<file path="config.mk">
export PLATFORM = sky130hd
export DESIGN_NAME = tcw_csr
export DESIGN_NICKNAME = d
export VERILOG_FILES = /design/src/rtl/core/tcw_pkg.sv /design/src/rtl/core/tcw_csr.sv
export SDC_FILE = /design/constraint.sdc
export NUM_CORES = 1
export LEC_CHECK = 0
export BUFFER_PORTS_ARGS = -buffer_cell sky130_fd_sc_hd__clkbuf_2
export CORE_UTILIZATION = 31
export CTS_CLUSTER_DIAMETER = 60
export DETAILED_ROUTE_END_ITERATION = 10
export GPL_ROUTABILITY_DRIVEN = 0
export GPL_TIMING_DRIVEN = 0
export HOLD_SLACK_MARGIN = 0.02
export PLACE_DENSITY = 0.79
export SYNTH_ARGS = -nofsm -noshare
export SYNTH_HDL_FRONTEND = slang
export SYNTH_SLANG_ARGS = --single-unit
export TNS_END_PERCENT = 1
</file>
<file path="constraint.sdc">
create_clock -name clock -period 0.9 [get_ports clock]
set_input_delay 0.135 -clock clock [delete_from_list [all_inputs] [get_ports clock]]
set_output_delay 0.135 -clock clock [all_outputs]
set_load 0.03 [all_outputs]
</file>
<file path="src/rtl/core/tcw_pkg.sv">
package tcw_pkg;

   // Field widths of the stream and register ports
   localparam int ACTION_W    = 2;
   localparam int CHAR_W      = 8;
   localparam int TCOL_W      = 7;
   localparam int TROW_W      = 5;
   localparam int OFFSET_W    = 11;
   localparam int CELL_W      = 16;
   localparam int COLOR_W     = 4;
   localparam int ATTR_W      = 2 * COLOR_W;
   localparam int REQ_TDATA_W = 24;
   localparam int RSP_TDATA_W = 40;
   localparam int CSR_ADDR_W  = 3;
   localparam int CSR_DATA_W  = 32;

   // Request actions
   localparam logic [ACTION_W-1:0] ACT_PUT   = 2'd0;
   localparam logic [ACTION_W-1:0] ACT_CLEAR = 2'd1;
   localparam logic [ACTION_W-1:0] ACT_MOVE  = 2'd2;
   localparam logic [ACTION_W-1:0] ACT_READ  = 2'd3;

   // Character codes
   localparam logic [CHAR_W-1:0] CODE_BS    = 8'h08;
   localparam logic [CHAR_W-1:0] CODE_LF    = 8'h0A;
   localparam logic [CHAR_W-1:0] CODE_CR    = 8'h0D;
   localparam logic [CHAR_W-1:0] CODE_BLANK = 8'h20;

   // Color register reset values
   localparam logic [COLOR_W-1:0] FG_RESET = 4'hF;
   localparam logic [COLOR_W-1:0] BG_RESET = 4'h0;

   // Controller to datapath commands
   typedef struct packed {
      logic load_req;
      logic put_exec;
      logic move_cursor;
      logic home_cursor;
      logic read_cell;
      logic ptr_clear;
      logic scroll_read;
      logic scroll_write;
      logic fill_write;
      logic load_rsp;
   } cmd_type;

   // Datapath to controller status
   typedef struct packed {
      logic [ACTION_W-1:0] action;
      logic                need_scroll;
      logic                move_last;
      logic                fill_last;
      logic                rsp_free;
   } status_type;

endpackage

</file>
<file path="src/rtl/core/tcw_csr.sv">
module tcw_csr
   import tcw_pkg::*;
(
   input  logic                  clock,
   input  logic                  reset,
   input  logic                  csr_psel,
   input  logic                  csr_penable,
   input  logic                  csr_pwrite,
   input  logic [CSR_ADDR_W-1:0] csr_paddr,
   input  logic [CSR_DATA_W-1:0] csr_pwdata,
   output logic [CSR_DATA_W-1:0] csr_prdata,
   output logic                  csr_pready,
   output logic [ATTR_W-1:0]     attr
);

   logic [COLOR_W-1:0] fg_ff;
   logic [COLOR_W-1:0] bg_ff;
   logic               wr_en;

   assign csr_pready = 1'b1;
   assign wr_en      = csr_psel & csr_penable & csr_pwrite;

   // Color registers: foreground at 0x0, background at 0x4
   always_ff @(posedge clock) begin
      if (reset) begin
         fg_ff <= FG_RESET;
         bg_ff <= BG_RESET;
      end else if (wr_en) begin
         if (csr_paddr[2]) begin
            bg_ff <= csr_pwdata[COLOR_W-1:0];
         end else begin
            fg_ff <= csr_pwdata[COLOR_W-1:0];
         end
      end
   end

   // Read back
   assign csr_prdata = csr_paddr[2] ? CSR_DATA_W'(bg_ff) : CSR_DATA_W'(fg_ff);

   // Cell attribute: background in the high nibble
   assign attr = {bg_ff, fg_ff};

endmodule

</file>
==> impl_metrics.toml <==
[clock_tree]
cts_hold_buf = 0
clkSlewWorstSetupHoldPaths_ps = 50
numCtsBuffers = 3
htreeDepth = 1
clock-sinks = 8
insertion_delay_ps = 250
cts.path.max_buffers = 2
cts_root_buffer = "clkbuf_4"
cts_tree = "yes"

[pwr]
power_switching_mw = 0.4044
pwr-share-comb_pct = 42.4
finalPower_mw = 1.122
pwr-share-seq_pct = 32.9
leakagePower_nw = 0.5914
p_sw_share_pct = 36.03
internal_power_mw = 0.7179
peakVddDrop_mv = 0.6743
powerDensity_mw_per_mm2 = 1029
p_clk_share_pct = 24.7

[setup_path]
worstPathRequired_ps = 760
cp.arrival_ps = 990
crit_family = "flip-flops"
worstSetupPathType = "register to output pin"
r2r_cells = 4
crit_cells = 2
path_buf_inv = 1
reg2reg_slack_ps = 110
critPathSlowestCell = "dfxtp_2"
path_cells = "mux2_4, buf_8"
cp-start-kind = "register"
cp-end-kind = "output pin"
crit_fanout = 2
cpPeakStageDelay_ps = 320

[floorplanning]
start_util_pct = 34.57
chipHeight_um = 47.06
dieArea_sq_mm = 0.002214
io_pins = 81
core-area_sq_mm = 0.001821
dieWidth_um = 47.06
rows = 15

[grt]
grt_max_degree = 11
grt_remaining_overflow = 0
antenna_found_initial = 0
grt_first_pass_wirelength_um = 1980
grtUsageTotal_pct = 13.25
grt_pass1_vias = 497

[timing]
finalHoldViolations = 0
fmax_ghz = 0.8903
finalCriticalPeriod_ps = 1123
period_share_pct = 124.8
grt_setup_unrepaired = "true"
maxSlewViolCount = 0
fin_skew_ps = 0
holdWs_ps = 128.7
final.setup.worst_slack_ps = -223.2
finalSetupViolCount = 10

[run_status]
status = "finished, violations left"
violations = "setup timing"

[routing]
vias = 567
via_per_inst = 3.658
wl_per_cell_um = 8.645
drt-initial-drc-count = 6
detail-route-antenna-nets = 0
wirelength_um = 1340
drc_errors = 0
first_pass_iters = 4

[placement]
dpl.cell_count = 145
port-buffer-count = 21

[final_layout]
drive_above_1_share_pct = 56.92
syn2layout_area_growth_pct = 73.36
layout_common_cells = "buf_4 (33), conb_1 (29), clkbuf_2 (10), buf_8 (10)"
n_antenna_cell = 0
nFillCells = 158
layoutNonFillerInstCount = 155
mostFrequentLayoutCell = "buf_4"
num-nets-final = 172

[hold_path]
hp-class = "input pin to register"
whs_path_depth = 3

[synthesis]
synth_cell_types = 12
ys_ff_latch = 8
synth-seq-area-share_pct = 25.45
synth_area_sq_um = 629.4
netlist.area_leader.share_pct = 34.59
yosys_warnings = 0
syn_inst = 72
netlist_top_cells_area = "buf_4 (35%), dfxtp_1 (25%), mux2i_1 (13%)"
yosysTopAreaCell = "buf_4"
syn_area_per_cell_sq_um = 8.741

[job]
cap_violations = 0
## Yosys cell counts (all sizes together)
cell type  instances
mux2               4
mux2i              8
nand2b             8
buf               30
conb               2
and4               1
dfxtp              8
clkbuf             2
nor2               8
and4b              1
## flip-flops by register name, summed over array words and instances (netlist names)
signal  count
bg_ff       4
fg_ff       4
## stage by stage
| stage | instance area, sq um | TNS (ps) | utilization, % | setup WS, ps |
|---|---|---|---|---|
| after global placement | 888.4 | -693.9 | 48.80 | -64.02 |
| after detailed placement | 888.4 | -876.3 | 48.80 | -105.1 |
| after floorplan | 752.0 | -13.22 | - | -4.408 |
| after global routing | 1091 | -1617 | 59.93 | -249.5 |
| after CTS | 1066 | -1483 | 58.56 | -237.5 |
| final | 1091 | -1323 | 59.93 | -223.2 |
## repair_timing
action / CTS / global route
setup endpoints to repair: 12 / 12
buffers inserted: 6 / 1
hold endpoints to repair: 0 / 0
resized for setup: 28 / 14
## worst register-to-register path, cell delays in order, from the launching register on
cell	delay, ps
dfxtp_2	320
buf_4	130
buf_6	110
nand2b_1	60
mux2i_1	60
## layer usage
| layer | vias to the layer above | global-route usage [%] | share of wire, % |
|---|---|---|---|
| met4 | 0 | 5.143 | 1.4 |
| met1 | 237 | 11.09 | 36 |
| li1 | 287 | - | - |
| met2 | 38 | 26.39 | 53 |
| met3 | 5 | 6.154 | 9.3 |
| met5 | - | 0 | 0 |
## logic make-up (layout without fill, tap and decap cells)
kind of cell | after synthesis | count (layout) | share of synthesized area [%]
flops | 8 | 8 | 25.45
other cells | 2 | 29 | 1.193
mux | 12 | 12 | 19.88
simple gates | 18 | 18 | 15.71
buf+inv | 32 | 63 | 37.77
## final timing paths
check                start             to
max               fg_ff[1]  csr_prdata[1]
min          csr_pwdata[1]       bg_ff[1]
max reg2reg       bg_ff[1]       bg_ff[1]
min reg2reg       bg_ff[3]       bg_ff[3]
## area by class of cell
type	instances	area [sq um]	area share (%)
multi-input cells	59	347.8	31.88
repair buffers	28	281.5	25.80
plain buffers	32	237.7	21.79
flip-flops and latches	8	170.2	15.60
well taps	25	31.28	2.867
clock buffers	3	22.52	2.064
## power by group through the flow
stage / sequential (mW) / combinational, mW / clock [mW]
global placement: 0.377 / 0.408 / 0
CTS: 0.369 / 0.456 / 0.290
global route: 0.370 / 0.506 / 0.309
floorplan: 0.392 / 0.341 / 0
detailed placement: 0.377 / 0.412 / 0
finish: 0.369 / 0.475 / 0.278
(Power assumes the default switching activity.)
