===== src/rtl/core/tcw_pkg.sv =====
package tcw_pkg;

   // Field widths of the stream and register ports
   localparam int ACTION_W    = 2;
   localparam int CHAR_W      = 8;
   localparam int TCOL_W      = 7;
   localparam int TROW_W      = 5;
   localparam int OFFSET_W    = 11;
   localparam int CELL_W      = 16;
   localparam int COLOR_W     = 4;
   localparam int ATTR_W      = 2 * COLOR_W;
   localparam int REQ_TDATA_W = 24;
   localparam int RSP_TDATA_W = 40;
   localparam int CSR_ADDR_W  = 3;
   localparam int CSR_DATA_W  = 32;

   // Request actions
   localparam logic [ACTION_W-1:0] ACT_PUT   = 2'd0;
   localparam logic [ACTION_W-1:0] ACT_CLEAR = 2'd1;
   localparam logic [ACTION_W-1:0] ACT_MOVE  = 2'd2;
   localparam logic [ACTION_W-1:0] ACT_READ  = 2'd3;

   // Character codes
   localparam logic [CHAR_W-1:0] CODE_BS    = 8'h08;
   localparam logic [CHAR_W-1:0] CODE_LF    = 8'h0A;
   localparam logic [CHAR_W-1:0] CODE_CR    = 8'h0D;
   localparam logic [CHAR_W-1:0] CODE_BLANK = 8'h20;

   // Color register reset values
   localparam logic [COLOR_W-1:0] FG_RESET = 4'hF;
   localparam logic [COLOR_W-1:0] BG_RESET = 4'h0;

   // Controller to datapath commands
   typedef struct packed {
      logic load_req;
      logic put_exec;
      logic move_cursor;
      logic home_cursor;
      logic read_cell;
      logic ptr_clear;
      logic scroll_read;
      logic scroll_write;
      logic fill_write;
      logic load_rsp;
   } cmd_type;

   // Datapath to controller status
   typedef struct packed {
      logic [ACTION_W-1:0] action;
      logic                need_scroll;
      logic                move_last;
      logic                fill_last;
      logic                rsp_free;
   } status_type;

endpackage


===== src/rtl/core/tcw_ctrl.sv =====
module tcw_ctrl
   import tcw_pkg::*;
(
   input  logic       clock,
   input  logic       reset,
   input  logic       req_tvalid,
   output logic       req_tready,
   input  status_type status,
   output cmd_type    cmd
);

   typedef enum logic [5:0] {
      S_IDLE   = 6'b000001,
      S_EXEC   = 6'b000010,
      S_SCR_RD = 6'b000100,
      S_SCR_WR = 6'b001000,
      S_FILL   = 6'b010000,
      S_DONE   = 6'b100000
   } state_type;

   state_type state_ff;
   state_type state_in;

   // Next state and commands
   always_comb begin
      state_in   = state_ff;
      cmd        = '0;
      req_tready = 1'b0;
      unique case (state_ff)
         S_IDLE: begin
            req_tready = 1'b1;
            if (req_tvalid) begin
               cmd.load_req = 1'b1;
               state_in     = S_EXEC;
            end
         end
         S_EXEC: begin
            case (status.action)
               ACT_PUT: begin
                  cmd.put_exec = 1'b1;
                  if (status.need_scroll) begin
                     cmd.ptr_clear = 1'b1;
                     state_in      = S_SCR_RD;
                  end else begin
                     state_in = S_DONE;
                  end
               end
               ACT_CLEAR: begin
                  cmd.ptr_clear   = 1'b1;
                  cmd.home_cursor = 1'b1;
                  state_in        = S_FILL;
               end
               ACT_MOVE: begin
                  cmd.move_cursor = 1'b1;
                  state_in        = S_DONE;
               end
               default: begin
                  // read cell: data lands in the read register next cycle
                  cmd.read_cell = 1'b1;
                  state_in      = S_DONE;
               end
            endcase
         end
         S_SCR_RD: begin
            cmd.scroll_read = 1'b1;
            state_in        = S_SCR_WR;
         end
         S_SCR_WR: begin
            cmd.scroll_write = 1'b1;
            if (status.move_last) begin
               state_in = S_FILL;
            end else begin
               state_in = S_SCR_RD;
            end
         end
         S_FILL: begin
            cmd.fill_write = 1'b1;
            if (status.fill_last) begin
               state_in = S_DONE;
            end
         end
         S_DONE: begin
            if (status.rsp_free) begin
               cmd.load_rsp = 1'b1;
               req_tready   = 1'b1;
               if (req_tvalid) begin
                  cmd.load_req = 1'b1;
                  state_in     = S_EXEC;
               end else begin
                  state_in = S_IDLE;
               end
            end
         end
         default: state_in = S_IDLE;
      endcase
   end

   always_ff @(posedge clock) begin
      if (reset) begin
         state_ff <= S_IDLE;
      end else begin
         state_ff <= state_in;
      end
   end

endmodule


===== config.mk =====
export PLATFORM = sky130hd
export DESIGN_NAME = tcw_ctrl
export DESIGN_NICKNAME = d
export VERILOG_FILES = /design/src/rtl/core/tcw_pkg.sv /design/src/rtl/core/tcw_ctrl.sv
export SDC_FILE = /design/constraint.sdc
export NUM_CORES = 1
export LEC_CHECK = 0
export BUFFER_PORTS_ARGS = -buffer_cell sky130_fd_sc_hd__clkbuf_2
export CORE_MARGIN = 8
export CORE_UTILIZATION = 25
export CTS_CLUSTER_DIAMETER = 100
export DETAILED_ROUTE_END_ITERATION = 10
export GPL_ROUTABILITY_DRIVEN = 1
export PLACE_DENSITY = 0.59
export SETUP_SLACK_MARGIN = 0.3
export SYNTH_ARGS = -nofsm -noshare
export SYNTH_HDL_FRONTEND = slang
export SYNTH_SLANG_ARGS = --single-unit

===== constraint.sdc =====
create_clock -name clock -period 2.55 [get_ports clock]
set_input_delay 0.765 -clock clock [delete_from_list [all_inputs] [get_ports clock]]
set_output_delay 0.765 -clock clock [all_outputs]
set_load 0.05 [all_outputs]

==> results of run 1 <==
[cells by family after synthesis]
kind of cell              Yosys count  synth area share
and+or+nand+nor                    32             0.485
DFF                                 6             0.279
xor gates and xnor gates            1            0.0204
buffers and inverters               1           0.00871
AOI/OAI and AO/OA                  11             0.206
[per-stage QoR]
stage                     area, um^2  TNS [ps]
after global routing             932      -356
final                            932      -128
after detailed placement         634         0
after CTS                        852     -21.9
after floorplan                  488         0
after global placement           634         0
[routing by layer]
metal | vias up | global-route usage | wire [um]
met3 | 4 | 0.0538 | 149
met5 | - | 0 | 0
met1 | 265 | 0.102 | 663
li1 | 270 | - | -
met4 | 0 | 0.114 | 54
met2 | 22 | 0.143 | 742
[cell usage in the layout, fill, tap and decap left out, types with 2 or more instances in the layout]
cell        n
clkbuf_2    8
nor4_4      2
o21ai_0     2
clkbuf_8    3
buf_6       2
clkbuf_4    3
nor2_1      5
dfxtp_2     3
nor3b_4     2
a21oi_1     2
clkbuf_16   3
and3_4      2
dfxtp_1     2
or4_4       2
nor3_4      2
buf_4      11
nor2_4      3
buf_8       5
nand2b_1    2
and2_4      2
[critical path: cells and delay by family (launching register included)]
kind / cells / cell delay, ps
and+or+nand+nor: 4 / 1140
buffers and inverters: 1 / 150
DFF: 1 / 320
[power groups by stage]
stage,Sequential [mW],Combinational (mW),Clock (mW)
CTS,0.106,0.120,0.0892
detailed placement,0.106,0.0829,0
floorplan,0.105,0.0598,0
finish,0.107,0.131,0.0876
global placement,0.107,0.0828,0
global route,0.108,0.135,0.0990
[final timing paths]
| path | from | to | slack [ps] | cells past startpoint |
|---|---|---|---|---|
| hold / removal | state_ff[0]$_SDFFE_PP1P_ | state_ff[3]$_SDFFE_PP0P_ | 480 | 1 |
| setup / recovery | state_ff[5]$_SDFFE_PP0P_ | cmd[9] | -80 | 5 |
| setup reg to reg | state_ff[5]$_SDFFE_PP0P_ | state_ff[0]$_SDFFE_PP1P_ | 800 | 6 |
| hold reg to reg | state_ff[0]$_SDFFE_PP1P_ | state_ff[3]$_SDFFE_PP0P_ | 480 | 1 |
[what timing repair did]
action | in CTS | in global routing
hold endpoints to repair | 0 | 0
setup buffers | 4 | 5
setup endpoints to repair | 11 | 11
pin swaps | 7 | 4
gates resized for setup | 37 | 14
[cell type report]
| cell class | instances | area share |
|---|---|---|
| repair buffers | 32 | 0.361 |
| multi-input cells | 44 | 0.451 |
| flip-flops and latches | 6 | 0.137 |
| well taps | 17 | 0.0228 |
| inverters | 1 | 0.00403 |
| clock buffers | 3 | 0.0242 |
[synth_stat cells, types with 2 or more instances]
library cell  count
nor3_1            3
nor4_1            2
a21oi_1           2
or4b_2            2
nand2b_1          2
o21ai_0           2
and3_1            3
and2_1            2
dfxtp_1           6
nor2_1            8
nand2_1           2
==> impl_metrics.env, run 1 <==
export IMPL_synth_edf_count=0
export IMPL_fin_ws_ps=-80.5
export IMPL_dp_cells=91
export IMPL_period_needed_ps=2630
export IMPL_initial_core_util=0.258
export IMPL_drt_total_wl_mm=1.61
export IMPL_yosysSeqAreaShare=0.279
export IMPL_critPathLaunchType="flop"
export IMPL_p_leak_nw=0.368
export IMPL_grt_max_degree=8
export IMPL_async_reset_ff_frac=0
export IMPL_final_cell_count_no_fill=103
export IMPL_synth_area_leader_cell="dfxtp_1"
export IMPL_pwr_share_seq=0.329
export IMPL_regMostFlops="state_ff"
export IMPL_critPathArrivalTime_ps=1870
export IMPL_status="finished with violations"
export IMPL_top_regs="state_ff x6"
export IMPL_nFillCells=138
export IMPL_viasPerCell=5.45
export IMPL_cts_made_buffers=3
export IMPL_antenna_found_initial=0
export IMPL_hold_viol=0
export IMPL_clkPwrFrac=0.269
export IMPL_switchingPower_mw=0.106
export IMPL_grt_pass1_wl_mm=2.56
export IMPL_endpoint_kind="output port"
export IMPL_slew_violations=0
export IMPL_total_power_mw=0.325
export IMPL_whs_ps=476
export IMPL_place_congestion=0.794
export IMPL_finalCoreUtilization=0.558
export IMPL_comb_power_share=0.401
export IMPL_synth_top_cell_area_share=0.279
export IMPL_portBuffers=19
export IMPL_avgSynthCellArea_um2=8.44
export IMPL_dr_pass1_iters=4
export IMPL_tightest_slew_ps=406
export IMPL_synthTopCellsByArea="dfxtp_1 28%, nor2_1 7.0%, or4b_2 4.7%"
export IMPL_hpwl_mm=1.10
export IMPL_nets=97
export IMPL_dp_worst_setup_slack_ps=100
export IMPL_grt_ovfl_total=0
export IMPL_synth_nets=60
export IMPL_multi_input_area_um2=420
export IMPL_violations="negative setup slack"
export IMPL_synth_ff_type="dfxtp_1"
export IMPL_die_w_um=57.5
export IMPL_powerDensity_nw_per_um2=349
export IMPL_coreArea_um2=1670
export IMPL_syn_to_final_growth_pct=117
export IMPL_hold_class="reg -> reg"
export IMPL_p_sw_frac=0.327
export IMPL_clock_latency_ps=250
export IMPL_slowest_delay_ps=580
export IMPL_ant_nets=0
export IMPL_clk_path_buf_depth=2
export IMPL_synth_cell_types=28
export IMPL_largest_reg_flops=6
export IMPL_postSynthCellCount=51
export IMPL_ios=20
export IMPL_max_slew_margin_rel=0.729
export IMPL_die_area_um2=3310
export IMPL_crit_chain="or4_4, nor3b_4, or2_4, and2_4, clkbuf_16"
export IMPL_cts_root_buf="clkbuf_4"
export IMPL_htreeDepth=1
export IMPL_drive_above_1_share=0.698
export IMPL_ys_seq_elements=6
export IMPL_clkSlewWorstSetupHoldPaths_ps=40
export IMPL_grt_use_total=0.103
export IMPL_finalCritPeriodShare=1.03
export IMPL_crit_fanout=4
export IMPL_routedWlPerCell_um=15.6
export IMPL_num_vias=561
export IMPL_cts_tree="done"
export IMPL_dr_first_iter_drc_count=8
export IMPL_cts_sinks=6
export IMPL_maxCapViolations=0
export IMPL_rsz0062_at_grt="yes"
export IMPL_synth_cell_area_um2=430
export IMPL_n_antenna_cell=0
export IMPL_slowest_stage="or4_4"
export IMPL_required_ps=1790
export IMPL_ir_drop_v=0.000267
export IMPL_synth_warnings=0
export IMPL_dieHeight_um=57.5
export IMPL_drc=0
export IMPL_seqCellArea_um2=128
export IMPL_postCtsHoldBufs=0
export IMPL_finalSetupViolCount=2
export IMPL_clock_fmax_ghz=0.380
export IMPL_grt_pass1_vias=564
export IMPL_skew_ps=1.06
export IMPL_p_int_mw=0.219
export IMPL_std_cell_rows=15
export IMPL_crit_type="reg -> out"
Power figures use the tool's default switching activity.
==> run 2: changes to the inputs <==
--- a/config.mk
+++ b/config.mk
@@ -6,12 +6,12 @@
 export NUM_CORES = 1
 export LEC_CHECK = 0
 export BUFFER_PORTS_ARGS = -buffer_cell sky130_fd_sc_hd__clkbuf_2
-export CORE_MARGIN = 8
-export CORE_UTILIZATION = 25
+export CORE_AREA = 8 8 45 47
 export CTS_CLUSTER_DIAMETER = 100
 export DETAILED_ROUTE_END_ITERATION = 10
+export DIE_AREA = 0 0 53 55
 export GPL_ROUTABILITY_DRIVEN = 1
-export PLACE_DENSITY = 0.59
+export PLACE_DENSITY = 0.7
 export SETUP_SLACK_MARGIN = 0.3
 export SYNTH_ARGS = -nofsm -noshare
 export SYNTH_HDL_FRONTEND = slang
==> run 2 against run 1 <==
The flow still finishes with violations (negative setup slack). Largest power group unchanged. Power is 5.4% lower. Routed wire length is 2.9% higher. Register-to-register slack worse by 30 ps. Die area shrank 12%. Critical path type unchanged. Sequential share of layout area is 1.5 points higher. Clock power grew 3.4%. Clock skew is 2.0 ps higher. Critical path depth stayed put.
==> impl_metrics.env, run 2 (synthesis results as in run 1) <==
export IMPL_violations="negative setup slack"
export IMPL_hold_class="reg -> reg"
export IMPL_crit_type="reg -> out"
export IMPL_die_w_um=53
export IMPL_routedWlPerCell_um=17.1
export IMPL_syn_to_final_growth_pct=93.9
export IMPL_cts_tree="done"
export IMPL_maxCapViolations=0
export IMPL_cts_sinks=6
export IMPL_skew_ps=3.04
export IMPL_slew_violations=0
export IMPL_grt_max_degree=8
export IMPL_drt_total_wl_mm=1.66
export IMPL_htreeDepth=1
export IMPL_multi_input_area_um2=399
export IMPL_dr_pass1_iters=5
export IMPL_tightest_slew_ps=432
export IMPL_whs_ps=501
export IMPL_rsz0062_at_grt="yes"
export IMPL_endpoint_kind="output port"
export IMPL_crit_chain="or4_4, nor3b_4, or2_4, and2_4, clkbuf_16"
export IMPL_cts_made_buffers=3
export IMPL_total_power_mw=0.308
export IMPL_hpwl_mm=1.07
export IMPL_status="finished with violations"
export IMPL_n_antenna_cell=0
export IMPL_crit_family="simple AND/OR/NAND/NOR gates"
export IMPL_nets=92
export IMPL_hold_viol=0
export IMPL_grt_pass1_vias=580
export IMPL_place_congestion=0.822
export IMPL_critPathBufInv=1
export IMPL_max_slew_margin_rel=0.709
export IMPL_slowest_stage="or4_4"
export IMPL_initial_core_util=0.311
export IMPL_largest_reg_flops=6
export IMPL_coreArea_um2=1380
export IMPL_critPathLaunchType="flop"
export IMPL_seqCellArea_um2=126
export IMPL_clk_path_buf_depth=2
export IMPL_antenna_found_initial=0
export IMPL_top_regs="state_ff x6"
export IMPL_powerDensity_nw_per_um2=369
export IMPL_std_cell_rows=14
export IMPL_grt_ovfl_total=0
export IMPL_ios=20
export IMPL_die_area_um2=2920
export IMPL_crit_fanout=6
export IMPL_regMostFlops="state_ff"
export IMPL_finalCritPeriodShare=1.02
export IMPL_dr_first_iter_drc_count=17
export IMPL_period_needed_ps=2590
export IMPL_drive_above_1_share=0.654
export IMPL_critPathArrivalTime_ps=1830
export IMPL_nFillCells=125
export IMPL_viasPerCell=5.68
export IMPL_ant_nets=0
export IMPL_p_leak_nw=0.327
export IMPL_drc=0
export IMPL_dieHeight_um=55
export IMPL_grt_use_total=0.123
export IMPL_finalSetupViolCount=5
export IMPL_required_ps=1790
export IMPL_rrSetupSlack_ps=770
export IMPL_num_vias=551
export IMPL_layout_common_cells="8 x clkbuf_2, 8 x buf_4, 5 x nor2_1, 5 x clkbuf_4"
export IMPL_clock_fmax_ghz=0.386
export IMPL_portBuffers=19
export IMPL_clkSlewWorstSetupHoldPaths_ps=50
export IMPL_cts_root_buf="clkbuf_4"
export IMPL_grt_pass1_wl_mm=2.65
export IMPL_fin_ws_ps=-40.2
export IMPL_slowest_delay_ps=550
export IMPL_ir_drop_v=0.000216
export IMPL_clock_latency_ps=250
==> run 2: cell types whose count changed in the layout (fill, tap and decap cells not counted), sizes merged <==
cell,change
clkbuf,+1
buf,-6
==> run 2: what timing repair did <==
item                       CTS  global route
setup buffers                4             0
gates resized for setup     33             4
pin swaps                    7             2
setup endpoints to repair   11            11
hold buffers                 0             0
==> run 2: stage by stage <==
stage	utilization	instance area [um^2]	instances	worst slack (ps)	setup TNS, ps
global placement	0.458	633	90	115	0
floorplan	-	488	51	131	0
CTS	0.600	831	97	-10.9	-10.9
finish	0.603	835	97	-40.2	-82.9
global route	0.603	835	97	-90.6	-373
detailed placement	0.458	633	90	107	0
==> run 2: cell type report <==
class,instances,share of cell area
well taps,16,0.0240
flip-flops and latches,6,0.151
repair buffers,27,0.315
inverters,1,0.00450
multi-input cells,44,0.478
clock buffers,3,0.0270
==> run 2: final timing paths <==
| check | start | end | depth (start not counted) |
|---|---|---|---|
| hold reg to reg | state_ff[0]$_SDFFE_PP1P_ | state_ff[3]$_SDFFE_PP0P_ | 1 |
| hold / removal | state_ff[0]$_SDFFE_PP1P_ | state_ff[3]$_SDFFE_PP0P_ | 1 |
| setup / recovery | state_ff[3]$_SDFFE_PP0P_ | cmd[9] | 5 |
| setup reg to reg | state_ff[4]$_SDFFE_PP0P_ | state_ff[0]$_SDFFE_PP1P_ | 5 |
==> run 2: per-layer routing <==
metal | part of all wire | up-vias | GRT usage | wire length [um]
li1 | - | 259 | - | -
met1 | 0.40 | 266 | 0.130 | 667
met2 | 0.51 | 24 | 0.219 | 848
met3 | 0.070 | 2 | 0.0241 | 116
met4 | 0.014 | 0 | 0.0776 | 23
met5 | 0 | - | 0 | 0
==> run 2: report_power, final <==
part	internal, mW	leakage (nW)	switching, mW
combinational	0.0493	0.264	0.0602
clock	0.0534	0.0138	0.0372
sequential	0.0988	0.0498	0.00885
